**src/rtl/core/ttpc_pkg.sv**
```systemverilog
// ----------------------------------------------------------------------------
// ttpc_pkg
// Shared widths, codes, command/status types and the saturating truncation
// used by the two-point touch calibration and mapping block.
// ----------------------------------------------------------------------------
package ttpc_pkg;

    localparam int RAW_BITS        = 12;
    localparam int SCALE_FRAC_BITS = 16;
    localparam int DIM_W           = 10;
    localparam int SCALE_W         = DIM_W + SCALE_FRAC_BITS;
    localparam int SCREEN_W        = 16;
    localparam int TIME_W          = 32;
    localparam int HOLD_W          = 16;
    localparam int DEB_W           = 15;
    localparam int DIFF_W          = RAW_BITS + 1;
    localparam int PROD_W          = DIFF_W + SCALE_W + 1;
    localparam int VAL_W           = PROD_W + 1;
    localparam int CNT_W           = $clog2(SCALE_W + 1);
    localparam int ADDR_W          = 4;
    localparam int DATA_W          = 32;

    localparam logic [1:0] OP_START  = 2'd0;
    localparam logic [1:0] OP_SAMPLE = 2'd1;
    localparam logic [1:0] OP_MAP    = 2'd2;
    localparam logic [1:0] OP_TOUCH  = 2'd3;

    localparam logic [1:0] PH_FIRST  = 2'd0;
    localparam logic [1:0] PH_SECOND = 2'd1;
    localparam logic [1:0] PH_DONE   = 2'd2;
    localparam logic [1:0] PH_UNUSED = 2'd3;

    localparam logic [1:0] REG_WIDTH    = 2'd0;
    localparam logic [1:0] REG_HEIGHT   = 2'd1;
    localparam logic [1:0] REG_HOLD_OFF = 2'd2;
    localparam logic [1:0] REG_DEBOUNCE = 2'd3;

    localparam logic [DIM_W-1:0] TARGET1_X = DIM_W'(10);
    localparam logic [DIM_W-1:0] TARGET1_Y = DIM_W'(10);
    localparam logic [DIM_W-1:0] TARGET2_X = DIM_W'(230);
    localparam logic [DIM_W-1:0] TARGET2_Y = DIM_W'(310);

    localparam logic [DIM_W-1:0]  WIDTH_RST  = DIM_W'(240);
    localparam logic [DIM_W-1:0]  HEIGHT_RST = DIM_W'(320);
    localparam logic [HOLD_W-1:0] HOLD_RST   = HOLD_W'(1000);
    localparam logic [DEB_W-1:0]  DEB_RST    = '0;

    localparam logic [SCALE_W-1:0] SCALE_ONE = SCALE_W'(1) << SCALE_FRAC_BITS;
    localparam logic [SCALE_W-1:0] SCALE_MAX = {SCALE_W{1'b1}};

    localparam logic [VAL_W-1:0] SAT_POS = VAL_W'(2 ** (SCREEN_W - 1) - 1);
    localparam logic [VAL_W-1:0] SAT_NEG = VAL_W'(2 ** (SCREEN_W - 1));

    typedef struct packed {
        logic load_in;
        logic exec;
        logic cal_start;
        logic store_h;
        logic store_v;
        logic mul_y;
        logic mul_fin;
        logic out_load;
    } ttpc_cmd_t;

    typedef struct packed {
        logic [1:0] opcode;
        logic [1:0] phase;
        logic       touched;
        logic       hold_ok;
        logic       div_done;
        logic       out_free;
    } ttpc_stat_t;

    // truncate a signed fixed-point value toward zero, then clamp to 16 bits
    function automatic logic [SCREEN_W-1:0] trunc_sat(input logic [VAL_W-1:0] v);
        logic             neg;
        logic [VAL_W-1:0] mag;
        logic [VAL_W-1:0] q;
        logic [SCREEN_W-1:0] r;
        neg = v[VAL_W-1];
        mag = neg ? (~v + VAL_W'(1)) : v;
        q   = mag >> SCALE_FRAC_BITS;
        if (!neg)
        begin
            r = (q > SAT_POS) ? SAT_POS[SCREEN_W-1:0] : q[SCREEN_W-1:0];
        end
        else
        begin
            r = (q > SAT_NEG) ? SAT_NEG[SCREEN_W-1:0] : (~q[SCREEN_W-1:0] + SCREEN_W'(1));
        end
        return r;
    endfunction

endpackage

```
**src/rtl/core/ttpc_div.sv**
```systemverilog
// ----------------------------------------------------------------------------
// ttpc_div
// Restoring unsigned divider, one quotient bit per cycle, for the scales.
// ----------------------------------------------------------------------------
module ttpc_div
    import ttpc_pkg::*;
(
    input  logic               clk,
    input  logic               rst_n,
    input  logic               start,
    input  logic [SCALE_W-1:0] dividend,
    input  logic [RAW_BITS-1:0] divisor,
    output logic               done,
    output logic [SCALE_W-1:0] quotient
);

    logic [SCALE_W-1:0]  quo_reg, quo_next;
    logic [RAW_BITS-1:0] rem_reg, rem_next;
    logic [RAW_BITS-1:0] den_reg;
    logic [CNT_W-1:0]    cnt_reg, cnt_next;
    logic                busy_reg, busy_next;
    logic                done_reg, done_next;
    logic [RAW_BITS:0]   trial;
    logic                fits;

    assign trial = {rem_reg, quo_reg[SCALE_W-1]};
    assign fits  = trial >= {1'b0, den_reg};

    always_comb
    begin
        quo_next  = quo_reg;
        rem_next  = rem_reg;
        cnt_next  = cnt_reg;
        busy_next = busy_reg;
        done_next = 1'b0;
        if (start)
        begin
            quo_next  = dividend;
            rem_next  = '0;
            cnt_next  = CNT_W'(SCALE_W);
            busy_next = 1'b1;
        end
        else if (busy_reg)
        begin
            // remainder stays below the divisor, so the difference fits
            rem_next = fits ? RAW_BITS'(trial - {1'b0, den_reg}) : trial[RAW_BITS-1:0];
            quo_next = {quo_reg[SCALE_W-2:0], fits};
            cnt_next = cnt_reg - CNT_W'(1);
            if (cnt_reg == CNT_W'(1))
            begin
                busy_next = 1'b0;
                done_next = 1'b1;
            end
        end
    end

    always_ff @(posedge clk or negedge rst_n)
    begin
        if (!rst_n)
        begin
            cnt_reg  <= '0;
            busy_reg <= 1'b0;
            done_reg <= 1'b0;
        end
        else
        begin
            cnt_reg  <= cnt_next;
            busy_reg <= busy_next;
            done_reg <= done_next;
        end
    end

    always_ff @(posedge clk)
    begin
        quo_reg <= quo_next;
        rem_reg <= rem_next;
        if (start)
        begin
            den_reg <= divisor;
        end
    end

    assign done     = done_reg;
    assign quotient = quo_reg;

endmodule

```
**src/rtl/core/ttpc_ctrl.sv**
```systemverilog
// ----------------------------------------------------------------------------
// ttpc_ctrl
// Sequencer: takes one item, steps the datapath through its operation and
// hands the result to the output register.
// ----------------------------------------------------------------------------
module ttpc_ctrl
    import ttpc_pkg::*;
(
    input  logic       clk,
    input  logic       rst_n,
    input  logic       in_valid,
    output logic       in_ready,
    input  ttpc_stat_t stat,
    output ttpc_cmd_t  cmd
);

    localparam logic [2:0] S_IDLE    = 3'd0;
    localparam logic [2:0] S_EXEC    = 3'd1;
    localparam logic [2:0] S_DIV_H   = 3'd2;
    localparam logic [2:0] S_DIV_V   = 3'd3;
    localparam logic [2:0] S_MUL_Y   = 3'd4;
    localparam logic [2:0] S_MUL_FIN = 3'd5;
    localparam logic [2:0] S_OUT     = 3'd6;

    logic [2:0] state_reg, state_next;
    logic       cal_go;

    // second calibration touch that passes the hold-off
    assign cal_go = (stat.opcode == OP_SAMPLE) && (stat.phase == PH_SECOND)
                    && stat.touched && stat.hold_ok;

    assign in_ready = (state_reg == S_IDLE);

    always_comb
    begin
        cmd        = '0;
        state_next = state_reg;
        unique case (state_reg)
            S_IDLE:
            begin
                if (in_valid)
                begin
                    cmd.load_in = 1'b1;
                    state_next  = S_EXEC;
                end
            end
            S_EXEC:
            begin
                cmd.exec = 1'b1;
                if (cal_go)
                begin
                    cmd.cal_start = 1'b1;
                    state_next    = S_DIV_H;
                end
                else if (stat.opcode == OP_MAP)
                begin
                    state_next = S_MUL_Y;
                end
                else
                begin
                    state_next = S_OUT;
                end
            end
            S_DIV_H:
            begin
                if (stat.div_done)
                begin
                    cmd.store_h = 1'b1;
                    state_next  = S_DIV_V;
                end
            end
            S_DIV_V:
            begin
                if (stat.div_done)
                begin
                    cmd.store_v = 1'b1;
                    state_next  = S_OUT;
                end
            end
            S_MUL_Y:
            begin
                cmd.mul_y  = 1'b1;
                state_next = S_MUL_FIN;
            end
            S_MUL_FIN:
            begin
                cmd.mul_fin = 1'b1;
                state_next  = S_OUT;
            end
            S_OUT:
            begin
                if (stat.out_free)
                begin
                    cmd.out_load = 1'b1;
                    state_next   = S_IDLE;
                end
            end
            default:
            begin
                state_next = S_IDLE;
            end
        endcase
    end

    always_ff @(posedge clk or negedge rst_n)
    begin
        if (!rst_n)
        begin
            state_reg <= S_IDLE;
        end
        else
        begin
            state_reg <= state_next;
        end
    end

    a_one_item_at_a_time: assert property (@(posedge clk) disable iff (!rst_n)
        in_valid && in_ready |=> !in_ready)
        else $error("new item taken while one is in flight");

    a_div_done_expected: assert property (@(posedge clk) disable iff (!rst_n)
        stat.div_done |-> state_reg == S_DIV_H || state_reg == S_DIV_V)
        else $error("divider finished outside a division step");

endmodule

```
**src/rtl/core/ttpc_dp.sv**
```systemverilog
// ----------------------------------------------------------------------------
// ttpc_dp
// Datapath: calibration state, shared divider and multiplier, result staging
// and the output register.
// ----------------------------------------------------------------------------
module ttpc_dp
    import ttpc_pkg::*;
(
    input  logic                clk,
    input  logic                rst_n,
    input  ttpc_cmd_t           cmd,
    output ttpc_stat_t          stat,
    input  logic [DIM_W-1:0]    cfg_width,
    input  logic [DIM_W-1:0]    cfg_height,
    input  logic [HOLD_W-1:0]   cfg_hold,
    input  logic [DEB_W-1:0]    cfg_deb,
    input  logic [1:0]          opcode,
    input  logic                touched,
    input  logic [11:0]         raw_x,
    input  logic [11:0]         raw_y,
    input  logic [TIME_W-1:0]   now_ms,
    output logic                out_valid,
    input  logic                out_ready,
    output logic                prompt_valid,
    output logic [DIM_W-1:0]    prompt_x,
    output logic [DIM_W-1:0]    prompt_y,
    output logic signed [SCREEN_W-1:0] screen_x,
    output logic signed [SCREEN_W-1:0] screen_y,
    output logic                touch_event,
    output logic                calibrated,
    output logic                scale_error
);

    // captured item
    logic [1:0]          op_reg;
    logic                touched_reg;
    logic [RAW_BITS-1:0] rx_reg, ry_reg;
    logic [TIME_W-1:0]   now_reg;

    // calibration state
    logic [1:0]          phase_reg;
    logic [RAW_BITS-1:0] first_x_reg, first_y_reg;
    logic [TIME_W-1:0]   pcm_reg, last_touch_reg;
    logic [SCALE_W-1:0]  hs_reg, vs_reg;
    logic [RAW_BITS-1:0] hoff_reg, voff_reg;
    logic                err_reg;

    // staged result
    logic                pv_reg;
    logic [DIM_W-1:0]    px_reg, py_reg;
    logic [SCREEN_W-1:0] sx_reg, sy_reg;
    logic                ev_reg;

    // output register
    logic                out_valid_reg;
    logic                o_pv_reg, o_ev_reg, o_cal_reg, o_err_reg;
    logic [DIM_W-1:0]    o_px_reg, o_py_reg;
    logic [SCREEN_W-1:0] o_sx_reg, o_sy_reg;

    logic signed [PROD_W-1:0] prod_reg, prod_next;

    logic [TIME_W-1:0]   hold_elapsed, deb_elapsed;
    logic                hold_ok, deb_ok;
    logic [RAW_BITS-1:0] diff_x, diff_y, min_x, min_y;
    logic                zero_x, zero_y;
    logic                div_start, div_done;
    logic [SCALE_W-1:0]  div_dividend, div_quotient;
    logic [RAW_BITS-1:0] div_divisor;
    logic signed [DIFF_W-1:0]  mul_a;
    logic signed [SCALE_W:0]   mul_b;
    logic [VAL_W-1:0]    vx, vy;
    logic                out_free;

    assign hold_elapsed = now_reg - pcm_reg;
    assign deb_elapsed  = now_reg - last_touch_reg;
    assign hold_ok      = hold_elapsed > TIME_W'(cfg_hold);
    assign deb_ok       = deb_elapsed > TIME_W'(cfg_deb);

    assign diff_x = (first_x_reg > rx_reg) ? (first_x_reg - rx_reg) : (rx_reg - first_x_reg);
    assign diff_y = (first_y_reg > ry_reg) ? (first_y_reg - ry_reg) : (ry_reg - first_y_reg);
    assign min_x  = (first_x_reg < rx_reg) ? first_x_reg : rx_reg;
    assign min_y  = (first_y_reg < ry_reg) ? first_y_reg : ry_reg;
    assign zero_x = (diff_x == '0);
    assign zero_y = (diff_y == '0);

    // horizontal scale first, then vertical on the same divider
    assign div_start    = cmd.cal_start | cmd.store_h;
    assign div_dividend = cmd.store_h ? {cfg_height, {SCALE_FRAC_BITS{1'b0}}}
                                      : {cfg_width, {SCALE_FRAC_BITS{1'b0}}};
    assign div_divisor  = cmd.store_h ? diff_x : diff_y;

    ttpc_div u_div (
        .clk      (clk),
        .rst_n    (rst_n),
        .start    (div_start),
        .dividend (div_dividend),
        .divisor  (div_divisor),
        .done     (div_done),
        .quotient (div_quotient)
    );

    // one multiplier: offset-corrected y during exec, x during mul_y
    assign mul_a = cmd.mul_y ? $signed({1'b0, rx_reg} - {1'b0, voff_reg})
                             : $signed({1'b0, ry_reg} - {1'b0, hoff_reg});
    assign mul_b = cmd.mul_y ? $signed({1'b0, vs_reg}) : $signed({1'b0, hs_reg});
    assign prod_next = mul_a * mul_b;

    assign vx = {{(VAL_W - SCALE_W){1'b0}}, cfg_width, {SCALE_FRAC_BITS{1'b0}}}
                - {prod_reg[PROD_W-1], prod_reg};
    assign vy = {prod_reg[PROD_W-1], prod_reg};

    assign out_free = !out_valid_reg || out_ready;

    assign stat.opcode   = op_reg;
    assign stat.phase    = phase_reg;
    assign stat.touched  = touched_reg;
    assign stat.hold_ok  = hold_ok;
    assign stat.div_done = div_done;
    assign stat.out_free = out_free;

    always_ff @(posedge clk)
    begin
        if (cmd.load_in)
        begin
            op_reg      <= opcode;
            touched_reg <= touched;
            rx_reg      <= raw_x[RAW_BITS-1:0];
            ry_reg      <= raw_y[RAW_BITS-1:0];
            now_reg     <= now_ms;
        end
        if (cmd.exec || cmd.mul_y)
        begin
            prod_reg <= prod_next;
        end
        if (cmd.exec)
        begin
            sx_reg <= '0;
            sy_reg <= '0;
            priority if (op_reg == OP_START)
            begin
                pv_reg <= 1'b1;
                px_reg <= TARGET1_X;
                py_reg <= TARGET1_Y;
                ev_reg <= 1'b0;
            end
            else if (op_reg == OP_SAMPLE && phase_reg == PH_FIRST && touched_reg)
            begin
                pv_reg <= 1'b1;
                px_reg <= TARGET2_X;
                py_reg <= TARGET2_Y;
                ev_reg <= 1'b0;
            end
            else
            begin
                pv_reg <= 1'b0;
                px_reg <= '0;
                py_reg <= '0;
                ev_reg <= (op_reg == OP_TOUCH) && touched_reg && deb_ok;
            end
        end
        if (cmd.mul_y)
        begin
            sx_reg <= trunc_sat(vx);
        end
        if (cmd.mul_fin)
        begin
            sy_reg <= trunc_sat(vy);
        end
        if (cmd.out_load)
        begin
            o_pv_reg  <= pv_reg;
            o_px_reg  <= px_reg;
            o_py_reg  <= py_reg;
            o_sx_reg  <= sx_reg;
            o_sy_reg  <= sy_reg;
            o_ev_reg  <= ev_reg;
            o_cal_reg <= phase_reg[1];
            o_err_reg <= err_reg;
        end
    end

    always_ff @(posedge clk or negedge rst_n)
    begin
        if (!rst_n)
        begin
            phase_reg      <= PH_FIRST;
            first_x_reg    <= '0;
            first_y_reg    <= '0;
            pcm_reg        <= '0;
            last_touch_reg <= '0;
            hs_reg         <= SCALE_ONE;
            vs_reg         <= SCALE_ONE;
            hoff_reg       <= '0;
            voff_reg       <= '0;
            err_reg        <= 1'b0;
            out_valid_reg  <= 1'b0;
        end
        else
        begin
            if (cmd.exec)
            begin
                priority if (op_reg == OP_START)
                begin
                    phase_reg <= PH_FIRST;
                end
                else if (op_reg == OP_SAMPLE && phase_reg == PH_FIRST && touched_reg)
                begin
                    first_x_reg <= rx_reg;
                    first_y_reg <= ry_reg;
                    phase_reg   <= PH_SECOND;
                    pcm_reg     <= now_reg;
                end
                else if (op_reg == OP_TOUCH && touched_reg && deb_ok)
                begin
                    last_touch_reg <= now_reg;
                end
            end
            if (cmd.store_h)
            begin
                hs_reg <= zero_y ? SCALE_MAX : div_quotient;
            end
            if (cmd.store_v)
            begin
                vs_reg    <= zero_x ? SCALE_MAX : div_quotient;
                hoff_reg  <= min_y;
                voff_reg  <= min_x;
                err_reg   <= zero_x | zero_y;
                phase_reg <= PH_DONE;
                pcm_reg   <= now_reg;
            end
            if (cmd.out_load)
            begin
                out_valid_reg <= 1'b1;
            end
            else if (out_ready)
            begin
                out_valid_reg <= 1'b0;
            end
        end
    end

    assign out_valid    = out_valid_reg;
    assign prompt_valid = o_pv_reg;
    assign prompt_x     = o_px_reg;
    assign prompt_y     = o_py_reg;
    assign screen_x     = $signed(o_sx_reg);
    assign screen_y     = $signed(o_sy_reg);
    assign touch_event  = o_ev_reg;
    assign calibrated   = o_cal_reg;
    assign scale_error  = o_err_reg;

    a_phase_reachable: assert property (@(posedge clk) disable iff (!rst_n)
        phase_reg != PH_UNUSED)
        else $error("calibration phase took its unused code");

    a_cal_end_from_second: assert property (@(posedge clk) disable iff (!rst_n)
        cmd.store_v |-> op_reg == OP_SAMPLE && phase_reg == PH_SECOND)
        else $error("calibration completed outside the second phase");

endmodule

```
**src/rtl/core/touch_two_point_calibrate_map_unit.sv**
```systemverilog
// ----------------------------------------------------------------------------
// touch_two_point_calibrate_map_unit
// Two-point touch panel calibration and raw-to-screen coordinate mapping.
// ----------------------------------------------------------------------------
// usage:
//   input channel (in_valid/in_ready) carries opcode, touched, raw_x, raw_y
//   and now_ms; every item gives exactly one result on the output channel
//   (out_valid/out_ready). the configuration registers sit on an apb-style
//   port at byte addresses 0 (width), 4 (height), 8 (hold-off), 12 (debounce)
//   and the user must write them only while no item is in flight; the block
//   itself does not enforce this. pready is tied high. map uses one
//   multiplier twice; the sample that completes calibration runs two 26-step
//   divisions on one shared radix-2 divider. one item is in flight at a time;
//   after its result is loaded the block is ready again in the following
//   cycle. a result waits in the output register while out_ready is low; the
//   next item is still accepted and holds in its last step until the register
//   frees up.
//   reset restores the default registers, phase 0, unit scales, zero offsets
//   and times, and empties the output register.
// ----------------------------------------------------------------------------
module touch_two_point_calibrate_map_unit
    import ttpc_pkg::*;
(
    input  logic                clk,
    input  logic                rst_n,
    input  logic                psel,
    input  logic                penable,
    input  logic                pwrite,
    input  logic [ADDR_W-1:0]   paddr,
    input  logic [DATA_W-1:0]   pwdata,
    output logic [DATA_W-1:0]   prdata,
    output logic                pready,
    input  logic                in_valid,
    output logic                in_ready,
    input  logic [1:0]          opcode,
    input  logic                touched,
    input  logic [11:0]         raw_x,
    input  logic [11:0]         raw_y,
    input  logic [31:0]         now_ms,
    output logic                out_valid,
    input  logic                out_ready,
    output logic                prompt_valid,
    output logic [9:0]          prompt_x,
    output logic [9:0]          prompt_y,
    output logic signed [15:0]  screen_x,
    output logic signed [15:0]  screen_y,
    output logic                touch_event,
    output logic                calibrated,
    output logic                scale_error
);

    logic [DIM_W-1:0]  width_reg, height_reg;
    logic [HOLD_W-1:0] hold_reg;
    logic [DEB_W-1:0]  deb_reg;
    logic [1:0]        reg_index;
    logic              cfg_write;
    ttpc_cmd_t         cmd;
    ttpc_stat_t        stat;

    assign pready    = 1'b1;
    assign reg_index = paddr[3:2];
    assign cfg_write = psel && penable && pwrite;

    always_ff @(posedge clk or negedge rst_n)
    begin
        if (!rst_n)
        begin
            width_reg  <= WIDTH_RST;
            height_reg <= HEIGHT_RST;
            hold_reg   <= HOLD_RST;
            deb_reg    <= DEB_RST;
        end
        else if (cfg_write)
        begin
            unique case (reg_index)
                REG_WIDTH:    width_reg  <= pwdata[DIM_W-1:0];
                REG_HEIGHT:   height_reg <= pwdata[DIM_W-1:0];
                REG_HOLD_OFF: hold_reg   <= pwdata[HOLD_W-1:0];
                REG_DEBOUNCE: deb_reg    <= pwdata[DEB_W-1:0];
                default:      width_reg  <= width_reg;
            endcase
        end
    end

    always_comb
    begin
        unique case (reg_index)
            REG_WIDTH:    prdata = DATA_W'(width_reg);
            REG_HEIGHT:   prdata = DATA_W'(height_reg);
            REG_HOLD_OFF: prdata = DATA_W'(hold_reg);
            REG_DEBOUNCE: prdata = DATA_W'(deb_reg);
            default:      prdata = '0;
        endcase
    end

    ttpc_ctrl u_ctrl (
        .clk      (clk),
        .rst_n    (rst_n),
        .in_valid (in_valid),
        .in_ready (in_ready),
        .stat     (stat),
        .cmd      (cmd)
    );

    ttpc_dp u_dp (
        .clk          (clk),
        .rst_n        (rst_n),
        .cmd          (cmd),
        .stat         (stat),
        .cfg_width    (width_reg),
        .cfg_height   (height_reg),
        .cfg_hold     (hold_reg),
        .cfg_deb      (deb_reg),
        .opcode       (opcode),
        .touched      (touched),
        .raw_x        (raw_x),
        .raw_y        (raw_y),
        .now_ms       (now_ms),
        .out_valid    (out_valid),
        .out_ready    (out_ready),
        .prompt_valid (prompt_valid),
        .prompt_x     (prompt_x),
        .prompt_y     (prompt_y),
        .screen_x     (screen_x),
        .screen_y     (screen_y),
        .touch_event  (touch_event),
        .calibrated   (calibrated),
        .scale_error  (scale_error)
    );

endmodule

```
**config.mk**
```make
export PLATFORM = sky130hd
export DESIGN_NAME = touch_two_point_calibrate_map_unit
export DESIGN_NICKNAME = d
export VERILOG_FILES = /design/src/rtl/core/ttpc_pkg.sv /design/src/rtl/core/ttpc_div.sv /design/src/rtl/core/ttpc_ctrl.sv /design/src/rtl/core/ttpc_dp.sv /design/src/rtl/core/touch_two_point_calibrate_map_unit.sv
export SDC_FILE = /design/constraint.sdc
export NUM_CORES = 2
export LEC_CHECK = 0
export ABC_AREA = 1
export BUFFER_PORTS_ARGS = -buffer_cell sky130_fd_sc_hd__buf_2
export CAP_MARGIN = 20
export CELL_PAD_IN_SITES_DETAIL_PLACEMENT = 2
export CELL_PAD_IN_SITES_GLOBAL_PLACEMENT = 2
export CORE_ASPECT_RATIO = 1.25
export CORE_UTILIZATION = 30
export CTS_BUF_LIST = sky130_fd_sc_hd__clkbuf_4 sky130_fd_sc_hd__clkbuf_8
export CTS_CLUSTER_DIAMETER = 50
export DETAILED_ROUTE_END_ITERATION = 8
export HOLD_SLACK_MARGIN = 0.12
export PLACE_DENSITY = 0.72
export RECOVER_POWER = 100
export SETUP_SLACK_MARGIN = 0.5
export SLEW_MARGIN = 25
export SYNTH_ARGS = -nofsm -noshare
export SYNTH_HDL_FRONTEND = slang
export SYNTH_SLANG_ARGS = --single-unit
```
**constraint.sdc**
```tcl
create_clock -name clk -period 10 [get_ports clk]
set_clock_uncertainty 0.2 [all_clocks]
set_input_delay 2.5 -clock clk [delete_from_list [all_inputs] [get_ports clk]]
set_output_delay 2.5 -clock clk [all_outputs]
set_load 0.005 [all_outputs]
```
==> run_results.csv <==
group,metric,value,unit
place,dpl.hpwl,121.1,mm
route,viasPerCell,5.050,
sta,holdWs,0.2215,ns
synth,synth_fa_ha_area_frac,0.2301,
route,wl_per_cell,20.94,um
clocking,cts-root-buf,"clkbuf_8",
synth,synthDominantCellAreaShare,0.1548,
grt,grt_pass1_vias,41151,
critical_path,worst-path-max-fanout,4,
pwr,cellPowerDensity,402.4,nW/um^2
sta,drv_slew,703,
synth,yosys_most_used_dff,"dfrtp_1",
floorplanning,io_pins,193,
cells_and_area,n_fill_cell,15868,
synth,synth.avg_cell_area,7.828,um^2
pwr,p_sw,0.009896,W
floorplanning,coreArea,135500,um^2
synth,seq_area_frac_synth,0.3011,
grt,grt_max_degree,157,
grt,grt.overflow.total,0,
pwr,p_comb_frac,0.703,
sta,rsz0062_at_grt,"no",
sta,slew_headroom,-2.026,
pwr,peakVddDrop,0.2746,mV
route,drc,0,
floorplanning,dieArea,137900,um^2
sta,final-setup-viol-count,0,
synth,async_flop_share,0.5066,
grt,track_usage,0.2199,
place,dp.cells,7045,
route,drt_iter0_markers,1334,
grt,grt_pass1_wl,236.9,mm
pwr,power.internal,0.008403,W
sta,finalCritPeriodShare,0.9192,
place,gp_congestion,0.9319,
clocking,cts_buffer_depth,3,
synth,synth_mux_area_frac,0.001009,
synth,synth_top_family_by_area,"adder cells",
clocking,numCtsBuffers,89,
critical_path,crit_slowest_cell,"fa_1",
pwr,power.leakage,21.88,nW
synth,synth_compound_area_frac,0.1074,
min_path,holdCritPathClass,"reg -> reg",
place,port_buffers,149,
cells_and_area,fin_nets,6069,
synth,ys_types,64,
critical_path,cp.required,10.28,ns
synth,syn_inst,5229,
cells_and_area,multi_input_comb_area,24750,um^2
sta,tns,0,ns
critical_path,crit_path_end_kind,"register",
critical_path,crit_type,"reg -> reg",
clocking,cts.sinks,452,
job,cap_violations,15,
floorplanning,die_w,332.4,um
cells_and_area,area_growth_syn_to_layout,11.11,%
critical_path,cp.arrival,9.47,ns
synth,ys_ff_latch,452,
sta,min_period,9.192,ns
synth,syn_area,40930,um^2
critical_path,crit_family,"adder cells",
clocking,cts_tree,"built",
synth,synth-edff-count,211,
synth,synth.most_common_cell,"nand2_1",
grt,antenna_found_initial,4,
synth,yosys.area_share.simple,0.2280,
synth,synthTopCellsByArea,"edfxtp_1 (15%), fa_1 (13%), dfrtp_1 (13%)",
status,violations,"capacitance limit, slew limit",
sta,timing.fmax,108.8,MHz
synth,ys_warn_count,0,
route,vias,36445,
clocking,clkLatencyLatePin,0.81,ns
pwr,switching_share,0.5408,
floorplanning,fp.dieH,415.0,um
critical_path,cp-start-kind,"register",
cells_and_area,register_area,12320,um^2
synth,synth_top_cell_by_area,"edfxtp_1",
clocking,htree_levels,3,
critical_path,worst_path_largest_cell_delay,0.55,ns
clocking,clk_pin_slew,0.06,ns
floorplanning,rows,151,
cells_and_area,drive_gt1_frac,0.08194,
route,routed_wl,151.1,mm
floorplanning,initial_core_util,0.3022,
pwr,p_total,0.01830,W
route,antenna_left,0,
sta,worstMarginPinSlew,4.539,ns
sta,finalHoldViolCount,0,
synth,synth_common_cells,"nand2_1 (1253), inv_1 (786), nor2_1 (495)",
cells_and_area,largest_reg_flops,40,
status,status,"finished with violations",
pwr,pwr-share-clk,0.115,
route,dr.pass1.iters,5,
pwr,pwr-share-seq,0.183,
critical_path,crit_buf_inv,7,
cells_and_area,fin_cells,7217,
synth,yosys.area_share.xor_xnor,0.03531,
==> cells in the final DEF (no fill, tap or decap), drive strengths merged, types with 25 or more instances in the layout <==
master	n
a21oi	318
a31oi	25
buf	143
clkbuf	202
clkinv	43
conb	25
dfrtp	215
edfxtp	211
fa	273
ha	316
inv	809
nand2	1282
nand3	228
nand4	82
nor2	516
nor3	37
o21ai	357
xnor2	52
xor2	113
==> routing by layer <==
metal,GRT usage,share of wire,up-vias
met5,0,0,-
met4,0.08788,0.038,0
met3,0.01966,0.024,235
met2,0.4006,0.52,536
met1,0.2643,0.42,18625
li1,-,-,17049
==> layout make-up <==
class | instances | share of cell area
clock inverters | 42 | 0.009162
repair buffers | 219 | 0.02515
inverters | 819 | 0.06774
diodes | 3 | 0.0001651
multi-input cells | 3797 | 0.5441
flip-flops and latches | 452 | 0.2710
clock buffers | 126 | 0.03428
well taps | 1759 | 0.04839
==> timing repair <==
| item | in CTS | in global routing |
|---|---|---|
| buffers inserted | 0 | 1 |
| gates resized for setup | 6 | 19 |
| pin swaps | 0 | 0 |
| hold buffers | 0 | 0 |
| setup endpoints to repair | 5 | 10 |
==> logic make-up after synthesis <==
logic type	after synthesis
xor+xnor	165
flops	452
fa+ha+maj	589
mux	4
other cells	2
simple gates	2209
compound gates	805
buf+inv	1003
==> final timing paths <==
path / startpoint / slack (ns) / depth (start not counted) / end
max: u_dp.rx_reg[0] / 0.81 / 41 / u_dp.prod_reg[28]
min: u_dp.sy_reg[0] / 0.22 / 0 / u_dp.screen_y[0]
max reg2reg: u_dp.rx_reg[0] / 0.81 / 41 / u_dp.prod_reg[28]
min reg2reg: u_dp.sy_reg[0] / 0.22 / 0 / u_dp.screen_y[0]
max in group asynchronous: rst_n / 2.01 / 2 / deb_reg[14]
min in group asynchronous: rst_n / 3.11 / 1 / u_dp.last_touch_reg[24]
==> stage by stage <==
step	worst slack [ns]	instance area (um^2)	util
after floorplan	1.750	41020	-
after global placement	0.3214	43710	0.3226
after detailed placement	0.4639	43710	0.3226
after CTS	0.5336	45690	0.3373
after global routing	0.2669	45470	0.3357
final	0.8084	45480	0.3357
==> worst register-to-register path: cells and delay by family (launching register included) <==
family / cells / cell delay (ns)
flip-flops: 1 / 0.44
XOR/XNOR: 1 / 0.15
adder cells (fa/ha/maj): 9 / 3.93
AO/OA/AOI/OAI: 12 / 2.58
buffers and inverters: 7 / 0.49
AND/OR/NAND/NOR: 12 / 1.11
==> power groups by stage <==
stage / logic [W] / registers [W] / clock network (W)
after floorplan: 0.00876 / 0.00313 / 0
after global placement: 0.0124 / 0.00332 / 0
after detailed placement: 0.0129 / 0.00335 / 0
after CTS: 0.0131 / 0.00333 / 0.00217
after global routing: 0.0144 / 0.00340 / 0.00225
final: 0.0129 / 0.00334 / 0.00210
No activity file was read; power rests on OpenSTA's default activity.
